==> src/rtl/irft_pkg.sv <==
// Shared types and constants of the IPv4 range filter table.
package irft_pkg;

  localparam int unsigned TABLE_DEPTH = 4096;
  localparam int unsigned AW = $clog2(TABLE_DEPTH);
  localparam int unsigned CW = AW + 1;
  localparam int unsigned SW = AW + 2;

  localparam logic [7:0] FILTER_LEVEL_RST = 8'd127;

  typedef enum logic [1:0] {
    OP_INSERT   = 2'd0,
    OP_FINALIZE = 2'd1,
    OP_LOOKUP   = 2'd2,
    OP_CLEAR    = 2'd3
  } op_e;

  typedef enum logic [1:0] {
    ST_OK        = 2'd0,
    ST_FULL      = 2'd1,
    ST_NOT_READY = 2'd2
  } status_e;

  typedef struct packed {
    op_e         op;
    logic [31:0] range_start;
    logic [31:0] range_end;
    logic [7:0]  range_level;
    logic [31:0] lookup_address;
  } cmd_t;

  typedef struct packed {
    logic [31:0] start_addr;
    logic [31:0] end_addr;
    logic [7:0]  level;
    logic [31:0] hits;
  } rec_t;

  localparam int unsigned RW = $bits(rec_t);

  typedef struct packed {
    status_e     status;
    logic        filtered;
    logic [11:0] entry_index;
    logic [31:0] entry_hits;
    logic [12:0] entry_count;
    logic [11:0] merged_count;
    logic [11:0] duplicate_count;
  } res_t;

endpackage

==> src/rtl/irft_front.sv <==
// Front end: accepts input items, decodes them into commands, two-entry queue.
module irft_front (
  input  logic           clk_i,
  input  logic           rst_ni,
  input  logic           in_valid_i,
  output logic           in_stall_o,
  input  logic [1:0]     action_i,
  input  logic [31:0]    range_start_i,
  input  logic [31:0]    range_end_i,
  input  logic [7:0]     range_level_i,
  input  logic [31:0]    lookup_address_i,
  output logic           cmd_valid_o,
  output irft_pkg::cmd_t cmd_o,
  input  logic           cmd_pop_i
);

  irft_pkg::cmd_t mem_q [2];
  irft_pkg::cmd_t cmd_in;
  logic           wptr_q, wptr_d, rptr_q, rptr_d;
  logic [1:0]     cnt_q, cnt_d;
  logic           push, pop;

  always_comb begin
    cmd_in.op             = irft_pkg::op_e'(action_i);
    cmd_in.range_start    = range_start_i;
    cmd_in.range_end      = range_end_i;
    cmd_in.range_level    = range_level_i;
    cmd_in.lookup_address = lookup_address_i;
  end

  assign in_stall_o  = (cnt_q == 2'd2);
  assign cmd_valid_o = (cnt_q != 2'd0);
  assign cmd_o       = mem_q[rptr_q];
  assign push        = in_valid_i && !in_stall_o;
  assign pop         = cmd_pop_i && cmd_valid_o;

  always_comb begin
    wptr_d = push ? !wptr_q : wptr_q;
    rptr_d = pop ? !rptr_q : rptr_q;
    cnt_d  = cnt_q + 2'(push) - 2'(pop);
  end

  always_ff @(posedge clk_i or negedge rst_ni) begin
    if (!rst_ni) begin
      wptr_q <= 1'b0;
      rptr_q <= 1'b0;
      cnt_q  <= 2'd0;
    end else begin
      wptr_q <= wptr_d;
      rptr_q <= rptr_d;
      cnt_q  <= cnt_d;
    end
  end

  always_ff @(posedge clk_i) begin
    if (push) begin
      mem_q[wptr_q] <= cmd_in;
    end
  end

endmodule

==> config.mk <==
export PLATFORM = sky130hd
export DESIGN_NAME = irft_front
export DESIGN_NICKNAME = d
export VERILOG_FILES = /design/src/rtl/irft_pkg.sv /design/src/rtl/irft_front.sv
export SDC_FILE = /design/constraint.sdc
export NUM_CORES = 1
export LEC_CHECK = 0
export ABC_CLOCK_PERIOD_IN_PS = 11010
export BUFFER_PORTS_ARGS = -buffer_cell sky130_fd_sc_hd__buf_2
export CORE_MARGIN = 2
export CORE_UTILIZATION = 50
export DETAILED_ROUTE_END_ITERATION = 7
export PLACE_DENSITY_LB_ADDON = 0.25
export SETUP_SLACK_MARGIN = 0.5
export SYNTH_ARGS = -nofsm -noshare
export SYNTH_HDL_FRONTEND = slang
export SYNTH_SLANG_ARGS = --single-unit
==> constraint.sdc <==
create_clock -name clk_i -period 11.01 [get_ports clk_i]
set_input_delay 3.303 -clock clk_i [delete_from_list [all_inputs] [get_ports clk_i]]
set_output_delay 3.303 -clock clk_i [all_outputs]
set_load 0.01 [all_outputs]
==> flow_summary.toml, run 1 <==
[setup_path]
critPathLaunchType = "register"
crit_type = "reg -> out"
arrival_ns = 2.85
crit_chain = "buf_4 > mux2_2 > buf_2"
r2r_start = "cnt_q[1]$_DFF_PN0_"
cpLargestDelayFamily = "flip-flops"
cp_num_buf_inv = 2
crit_required_ns = 7.71
path_max_fanout = 56
worstSetupEndpointType = "output port"
cpPeakStageDelay_ns = 0.94
r2r-end = "mem_q[0][7]$_DFFE_PP_"
slowest_stage = "dfrtp_4"
r2r_slack_ns = 8.11
rr_worst_depth = 4

[power_and_ir_drop]
p_seq_frac = 0.454
power_density_nw_per_um2 = 267
swShare = 0.281
pwr-share-comb = 0.280
p_leak_nw = 3.84
internal-power_mw = 1.92
peakVddDrop_mv = 0.155
switchingPower_uw = 749
clkPwrFrac = 0.267

[detailed_routing]
antenna_left = 0
detail_route.first_pass.iterations = 4
wl_per_cell_um = 17.2
post-route-drc-count = 0
drt-total-wl_mm = 14.0
avgViaCountPerCell = 4.92
drt_iter0_drc = 209
vias = 4012

[die]
die_y_um = 130
die_w_um = 130
pin_count = 218
rows = 46
dieArea_um2 = 17000
initial_core_util = 0.507
core_um2 = 15700

[placed_design]
dp_hpwl_mm = 9.20
gp_congestion = 0.735
dpl.cell_count = 772
io_buffers = 217

[global_routing]
grt_overflow_total = 0
grt_pass1_wl_mm = 20.7
grt_max_degree = 67
first_global_vias = 4153
track_usage = 0.160
antenna_found_initial = 4

[yosys]
synth_area_leader_cell = "edfxtp_1"
ys_seq_elements = 216
syn_area_per_cell_um2 = 22.9
ys_warn_count = 0
synth_nets = 460
synthCells = 348
synth_cell_types = 16
synth.area.top_cells = "edfxtp_1 80%, mux2_2 11%, mux2_4 5.7%, dfrtp_1 1.3%, buf_6 0.71%"
ys_seq_area_frac = 0.812
synthDominantCellAreaShare = 0.799
synth_area_um2 = 7960

[timing]
post-route-period-util = 0.559
rsz0062_at_grt = "false"
max_freq_ghz = 0.162
min_period_ns = 6.16
finClkSkew_ns = 0.00593
tns_ns = 0
setup_violations = 0
hold_viol = 0
slew-limit-headroom = 0.220
worst_pin_slew_ns = 1.17
drv_slew = 0

[clock_tree]
cts_tree = "done"
clock_sinks = 216
clock_path_buffers = 3
post_cts_resized = 0
cts_hold_buf = 0
h-tree-depth = 1
clock_latency_ns = 0.49
cts_setup_buffers = 0
cts_root_buf = "clkbuf_16"
clk_pin_slew_worst_paths_ns = 0.06
cts_made_buffers = 22

[hold_path]
min_from = "cnt_q[0]$_DFF_PN0_"
hold_path_depth = 1
hp-class = "reg -> reg"
worstHoldEndpoint = "cnt_q[0]$_DFF_PN0_"

[job]
cap_violations = 0

[cells_and_area]
drive_gt1_frac = 0.611
synthToLayoutAreaGrowth_pct = 25.4
nNetsFinal = 692
fin_cells = 815

[outcome]
outcome = "finished, final reports clean"
## power by group through the flow
| stage | Combinational, mW | Clock (mW) | Sequential [mW] |
|---|---|---|---|
| 2_1_floorplan | 0.539 | 0 | 1.20 |
| 3_3_place_gp | 0.757 | 0 | 1.22 |
| 3_5_place_dp | 0.762 | 0 | 1.23 |
| 4_1_cts | 0.766 | 0.734 | 1.21 |
| 5_1_grt | 0.811 | 0.768 | 1.23 |
| 6_report | 0.747 | 0.712 | 1.21 |
## state kept, by name, indices dropped and copies added (netlist names)
register  count
rptr_q        1
mem_q       212
cnt_q         2
wptr_q        1
## worst max path at each step
stage | start | end | slack (ns) | cells after the start
4_1_cts | rptr_q$_DFFE_PN0P_ | cmd_o[59] | 4.83 | 3
6_report | rptr_q$_DFFE_PN0P_ | cmd_o[5] | 4.85 | 3
3_3_place_gp | in_valid_i | mem_q[0][43]$_DFFE_PP_ | 5.21 | 4
5_1_grt | rptr_q$_DFFE_PN0P_ | cmd_o[59] | 4.70 | 3
3_5_place_dp | in_valid_i | mem_q[0][104]$_DFFE_PP_ | 5.18 | 4
2_1_floorplan | in_valid_i | mem_q[0][0]$_DFFE_PP_ | 2.63 | 2
## cells by family (layout without fill, tap and decap cells)
family | count (synthesis) | count (layout) | synth area share
mux | 106 | 106 | 0.164
other cells | 0 | 3 | 0
simple gates | 6 | 6 | 0.00409
xor+xnor | 4 | 4 | 0.00440
buf+inv | 14 | 262 | 0.0124
flops | 216 | 216 | 0.812
fa+ha+maj | 2 | 2 | 0.00314
## layer usage
layer	GRT usage	up-vias	share of wire
li1	-	1848	-
met1	0.182	1973	0.37
met2	0.272	158	0.50
met3	0.0693	31	0.11
met4	0.0544	2	0.020
met5	0	-	0.00078
## worst register-to-register path: stages, from the launching register on
cell      delay, ns
dfrtp_1        0.41
nand2b_1       0.14
nand2_1        0.16
nor2_4         0.90
buf_4          0.85
## per-stage QoR
stage	hold slack (ns)	instance area [um^2]	util	power, mW	setup slack [ns]
5_1_grt	0.588	9980	0.635	2.81	4.70
4_1_cts	0.550	9980	0.635	2.71	4.83
6_report	0.543	9980	0.635	2.67	4.85
2_1_floorplan	0.461	7960	-	1.73	2.63
3_5_place_dp	0.532	9270	0.590	1.99	5.18
3_3_place_gp	0.493	9270	0.590	1.98	5.21
## cells in the mapped netlist
cell,number
buf_2,7
mux2_4,30
or2_2,1
edfxtp_1,212
and3_1,1
dfrtp_1,4
inv_1,2
xnor2_1,3
ha_1,2
nor2_1,1
buf_6,5
nand2_1,1
mux2_2,76
and2_1,1
xor2_1,1
nand2b_1,1
## cells in the final DEF (no fill, tap or decap), types with 2 or more instances in the layout
cell type,instances
bufinv_16,2
clkbuf_1,2
xnor2_1,3
ha_1,2
buf_4,3
inv_1,2
mux2_2,76
mux2_4,30
clkinv_2,7
diode_2,3
clkinv_1,4
clkbuf_16,23
edfxtp_1,212
dfrtp_1,3
buf_2,217
## layout make-up
class                      instances  area, um^2
antenna                            3        7.51
clock buffer                      25         583
clock inverter                    15         126
fill                            1132        5730
inverter                           2        7.51
multi-input combinational        118        1410
sequential                       216        6470
tap                              216         270
timing repair buffer             220        1110
Note: power is estimated with default switching activity, not from simulation.
==> run 2: changes to the inputs <==
--- a/config.mk
+++ b/config.mk
@@ -5,10 +5,11 @@
 export SDC_FILE = /design/constraint.sdc
 export NUM_CORES = 1
 export LEC_CHECK = 0
-export ABC_CLOCK_PERIOD_IN_PS = 11010
+export ABC_AREA = 1
+export ABC_CLOCK_PERIOD_IN_PS = 5500
 export BUFFER_PORTS_ARGS = -buffer_cell sky130_fd_sc_hd__buf_2
 export CORE_MARGIN = 2
-export CORE_UTILIZATION = 50
+export CORE_UTILIZATION = 47
 export DETAILED_ROUTE_END_ITERATION = 7
 export PLACE_DENSITY_LB_ADDON = 0.25
 export SETUP_SLACK_MARGIN = 0.5
==> constraint.sdc (replaced) <==
create_clock -name clk_i -period 5.5 [get_ports clk_i]
set_input_delay 1.65 -clock clk_i [delete_from_list [all_inputs] [get_ports clk_i]]
set_output_delay 1.65 -clock clk_i [all_outputs]
set_load 0.01 [all_outputs]
==> flow_summary.toml, run 2 <==
[detailed_routing]
drt_iter0_drc = 324
antenna_left = 0
post-route-drc-count = 0
detail_route.first_pass.iterations = 4
drt-total-wl_mm = 15.7
avgViaCountPerCell = 4.70
wl_per_cell_um = 15.0
vias = 4919

[clock_tree]
post_cts_resized = 0
clock_path_buffers = 3
cts_setup_buffers = 0
cts_root_buf = "clkbuf_16"
clock_latency_ns = 0.50
h-tree-depth = 1
cts_made_buffers = 22
clock_sinks = 216
cts_tree = "done"
cts_hold_buf = 0
clk_pin_slew_worst_paths_ns = 0.06

[global_routing]
track_usage = 0.170
first_global_vias = 4891
grt_overflow_total = 0
grt_pass1_wl_mm = 24.0
antenna_found_initial = 3
grt_max_degree = 108

[power_and_ir_drop]
internal-power_mw = 3.72
p_leak_nw = 4.33
swShare = 0.325
pwr-share-comb = 0.298
peakVddDrop_mv = 0.359
p_seq_frac = 0.423
switchingPower_mw = 1.79
power_density_nw_per_um2 = 553
clkPwrFrac = 0.279

[timing]
max_freq_ghz = 0.257
hold_viol = 0
rsz0062_at_grt = "false"
worst_pin_slew_ns = 1.14
finClkSkew_ns = 0.0133
post-route-period-util = 0.709
tns_ns = 0
setup_violations = 0
slew-limit-headroom = 0.243
drv_slew = 0
min_period_ns = 3.90

[cells_and_area]
top_regs = "mem_q x212, cnt_q x2"
layout_commonest_cell = "nand2_1"
largest_reg_flops = 212
synthToLayoutAreaGrowth_pct = 25.5
fill_cells = 1309
nNetsFinal = 921
max_flop_register = "mem_q"
final_cell_mix = "331 x nand2_1, 217 x buf_2, 212 x edfxtp_1"
fin_cells = 1046
drive_gt1_frac = 0.314

[yosys]
synthCells = 586
netlist_top_cells_count = "331 x nand2_1, 212 x edfxtp_1, 16 x buf_2"
synth_cell_types = 11
synth_flop_cell = "edfxtp_1"
async_reset_ff_frac = 0.0185
ys_seq_elements = 216
yosysMostFrequentCell = "nand2_1"
synth_edf_count = 212
synth_area_leader_cell = "edfxtp_1"
synthDominantCellAreaShare = 0.801
synth_area_um2 = 7940
synth_nets = 698
syn_area_per_cell_um2 = 13.6
ys_warn_count = 0
synth.area.top_cells = "edfxtp_1 80%, nand2_1 16%, dfrtp_1 1.3%, buf_2 1.0%, buf_6 0.71%"
ys_seq_area_frac = 0.814

[die]
core_um2 = 16500
pin_count = 218
rows = 47
die_y_um = 134
dieArea_um2 = 18000
initial_core_util = 0.481
die_w_um = 134

[outcome]
outcome = "finished, final reports clean"

[setup_path]
cpPeakStageDelay_ns = 0.72
arrival_ns = 2.25
r2r_start = "cnt_q[1]$_DFF_PN0_"
slowest_stage = "inv_4"
critPathLaunchType = "register"
crit_top_cell = "nand2_1"
path_max_fanout = 107
cp_num_buf_inv = 2
crit_required_ns = 3.85
worstSetupEndpointType = "output port"
setup.worst_path.start = "rptr_q$_DFFE_PN0P_"
crit_type = "reg -> out"
cpLargestDelayFamily = "buffers and inverters"
crit_chain = "inv_4 > nand2_1 > nand2_1 > buf_2"

[hold_path]
hp-class = "reg -> reg"
min_from = "wptr_q$_DFFE_PN0N_"

[placed_design]
dp_hpwl_mm = 9.73
gp_congestion = 0.780
io_buffers = 217
dpl.cell_count = 1005

[job]
cap_violations = 0
## run 2: cell count changes after synthesis
cell / before / now
mux2_4: 30 / 0
xor2_1: 1 / 0
nand2_1: 1 / 331
nand2b_1: 1 / 0
xnor2_1: 3 / 0
and3_1: 1 / 0
inv_4: 0 / 1
mux2_2: 76 / 0
buf_2: 7 / 16
inv_1: 2 / 9
or2_2: 1 / 0
and2_1: 1 / 0
nand3_1: 0 / 3
buf_4: 0 / 2
## run 2: path summary, 6_finish.rpt
check	end	slack (ns)	cells after the start
min in group asynchronous	rptr_q$_DFFE_PN0P_	0.95	1
max in group asynchronous	rptr_q$_DFFE_PN0P_	4.41	1
hold / removal	wptr_q$_DFFE_PN0N_	0.50	2
setup / recovery	cmd_o[34]	1.60	4
hold reg to reg	wptr_q$_DFFE_PN0N_	0.50	2
setup reg to reg	mem_q[0][71]$_DFFE_PP_	3.34	4
## run 2: logic make-up (layout without fill, tap and decap cells)
logic type | count (synthesis) | count (layout) | synth area share
fa+ha+maj | 2 | 2 | 0.00315
simple gates | 335 | 335 | 0.159
buf+inv | 33 | 271 | 0.0241
flops | 216 | 216 | 0.814
other cells | 0 | 2 | 0
## run 2: layout make-up
class / instances / area (um^2) / area share
antenna: 2 / 5.00 / 0.000502
clock buffer: 25 / 583 / 0.0585
clock inverter: 14 / 173 / 0.0173
inverter: 10 / 42.5 / 0.00427
multi-input combinational: 337 / 1290 / 0.130
sequential: 216 / 6470 / 0.649
tap: 220 / 275 / 0.0276
timing repair buffer: 222 / 1120 / 0.113
## run 2: worst register-to-register path, stage by stage, from the launching register on
cell     delay (ns)
dfrtp_1        0.40
nand2_1        0.12
nand3_1        0.15
inv_4          0.71
buf_4          0.46
## run 2: through the flow
stage                      util  hold WS (ns)  instance area (um^2)  power (mW)  setup WS (ns)
after floorplan               -         0.442                  7950        3.40          0.572
after global placement    0.557         0.455                  9210        4.00           2.13
after detailed placement  0.557         0.480                  9210        4.04           2.09
after CTS                 0.603         0.494                  9960        5.58           1.58
after global routing      0.603         0.519                  9970        5.82           1.46
final                     0.603         0.501                  9970        5.51           1.60
## run 2: per-layer routing
layer  global-route usage  routed length [um]
met5                    0                  13
met4               0.0461                 301
met2                0.283                7370
met3               0.0642                1830
met1                0.209                6190
## run 2: power groups by stage
stage	Combinational, mW	Sequential (mW)	Clock [mW]
finish	1.64	2.33	1.54
global route	1.84	2.36	1.63
CTS	1.68	2.33	1.57
detailed placement	1.67	2.36	0
global placement	1.65	2.35	0
floorplan	1.03	2.37	0
==> run 3: changes to the inputs <==
--- a/config.mk
+++ b/config.mk
@@ -6,7 +6,7 @@
 export NUM_CORES = 1
 export LEC_CHECK = 0
 export ABC_AREA = 1
-export ABC_CLOCK_PERIOD_IN_PS = 5500
+export ABC_CLOCK_PERIOD_IN_PS = 3200
 export BUFFER_PORTS_ARGS = -buffer_cell sky130_fd_sc_hd__buf_2
 export CORE_MARGIN = 2
 export CORE_UTILIZATION = 47
==> constraint.sdc (replaced) <==
create_clock -name clk_i -period 3.2 [get_ports clk_i]
set_input_delay 0.96 -clock clk_i [delete_from_list [all_inputs] [get_ports clk_i]]
set_output_delay 0.96 -clock clk_i [all_outputs]
set_load 0.01 [all_outputs]
==> flow_summary.toml, run 3 (synthesized netlist as in run 2, its figures left out) <==
[outcome]
outcome = "finished, final reports clean"

[clock_tree]
clock_path_buffers = 3
clk_pin_slew_worst_paths_ns = 0.06
h-tree-depth = 1
cts_made_buffers = 22
cts_hold_buf = 0
cts_root_buf = "clkbuf_16"
clock_latency_ns = 0.49
clock_sinks = 216
cts_tree = "done"

[setup_path]
crit_chain = "buf_12 > clkbuf_16 > nand2_1 > nand2_1 > buf_2"
path_max_fanout = 14
critPathLaunchType = "register"
r2r_slack_ns = 1.41
cpPeakStageDelay_ns = 0.57
slowest_stage = "dfrtp_4"
arrival_ns = 1.70
worstSetupEndpointType = "output port"
crit_type = "reg -> out"
crit_required_ns = 2.24
crit_top_cell = "nand2_1"

[timing]
hold_viol = 0
tns_ns = 0
finClkSkew_ns = 0.00777
rsz0062_at_grt = "true"
setup_violations = 0
worst_pin_slew_ns = 0.686
drv_slew = 0
setup_slack_ns = 0.540
min_period_ns = 2.66
post-route-period-util = 0.831
max_freq_ghz = 0.376
slew-limit-headroom = 0.543

[cells_and_area]
drive_gt1_frac = 0.325
largest_reg_flops = 212
top_regs = "mem_q x212, cnt_q x2"
nNetsFinal = 935
max_flop_register = "mem_q"
final_cell_area_um2 = 10300
synthToLayoutAreaGrowth_pct = 29.1
final_cell_mix = "330 x nand2_1, 217 x buf_2, 212 x edfxtp_1"
layout_commonest_cell = "nand2_1"

[detailed_routing]
drt-total-wl_mm = 17.3
post-route-drc-count = 0
drt_iter0_drc = 247
antenna_left = 0
detail_route.first_pass.iterations = 4
wl_per_cell_um = 16.3
vias = 5031
avgViaCountPerCell = 4.75

[power_and_ir_drop]
power.total_mw = 9.85
power_density_nw_per_um2 = 960
p_leak_nw = 4.46
peakVddDrop_mv = 0.653

[placed_design]
place_area_um2 = 9310
io_buffers = 217
dp_hpwl_mm = 10.1
gp_congestion = 0.761
place_ws_ns = 0.821

[die]
rows = 47
pin_count = 218
core_um2 = 16500
die_w_um = 134
initial_core_util = 0.481
die_y_um = 134
dieArea_um2 = 18000

[global_routing]
first_global_vias = 4983
antenna_found_initial = 2
grt_pass1_wl_mm = 25.3
track_usage = 0.181
grt_overflow_total = 0
grt_max_degree = 58

[hold_path]
hp-class = "in -> async"

[job]
cap_violations = 0
run 3: path summary, 6_finish.rpt:
check / from / depth (start not counted) / endpoint
min reg2reg: wptr_q$_DFFE_PN0N_ / 2 / wptr_q$_DFFE_PN0N_
min: rst_ni / 1 / rptr_q$_DFFE_PN0P_
max: rptr_q$_DFFE_PN0P_ / 5 / cmd_o[28]
min in group clk_i: wptr_q$_DFFE_PN0N_ / 2 / wptr_q$_DFFE_PN0N_
max in group asynchronous: rst_ni / 1 / rptr_q$_DFFE_PN0P_
max reg2reg: cnt_q[1]$_DFF_PN0_ / 4 / mem_q[1][72]$_DFFE_PP_
run 3: layer usage:
| metal | vias to the layer above | track usage | wire length, um |
|---|---|---|---|
| met1 | 2356 | 0.224 | 7020 |
| met3 | 23 | 0.0608 | 1640 |
| met5 | - | 0 | 13 |
| met2 | 199 | 0.310 | 8380 |
| met4 | 2 | 0.0414 | 262 |
| li1 | 2451 | - | - |
run 3: timing repair:
action	CTS	global route
buffers inserted	2	4
resized for setup	7	3
gates cloned	3	3
endpoints found under the setup margin	82	99
run 3: cell type report:
class | count | area (um^2)
sequential | 216 | 6470
timing repair buffer | 235 | 1400
clock inverter | 12 | 130
inverter | 10 | 53.8
timing repair inverter | 1 | 8.76
antenna | 1 | 2.50
tap | 220 | 275
multi-input combinational | 337 | 1320
fill | 1299 | 6270
clock buffer | 28 | 594
run 3: stage by stage:
step,hold WS [ns],util,instances
4_1_cts,0.251,0.615,1052
3_3_place_gp,0.454,0.563,1007
3_5_place_dp,0.469,0.563,1007
6_report,0.268,0.620,1060
2_1_floorplan,0.442,-,586
5_1_grt,0.256,0.620,1060
run 3: critical path, delay by kind of cell, from the launching register on:
kind          cells  cell delay (ns)
simple gates      2             0.14
buf+inv           3             0.50
flops             1             0.57
run 3: power by group:
| group | switching (mW) | internal [mW] | total [mW] |
|---|---|---|---|
| Sequential | 0.171 | 3.86 | 4.03 |
| Clock | 0.976 | 1.55 | 2.53 |
| Combinational | 2.08 | 1.20 | 3.29 |
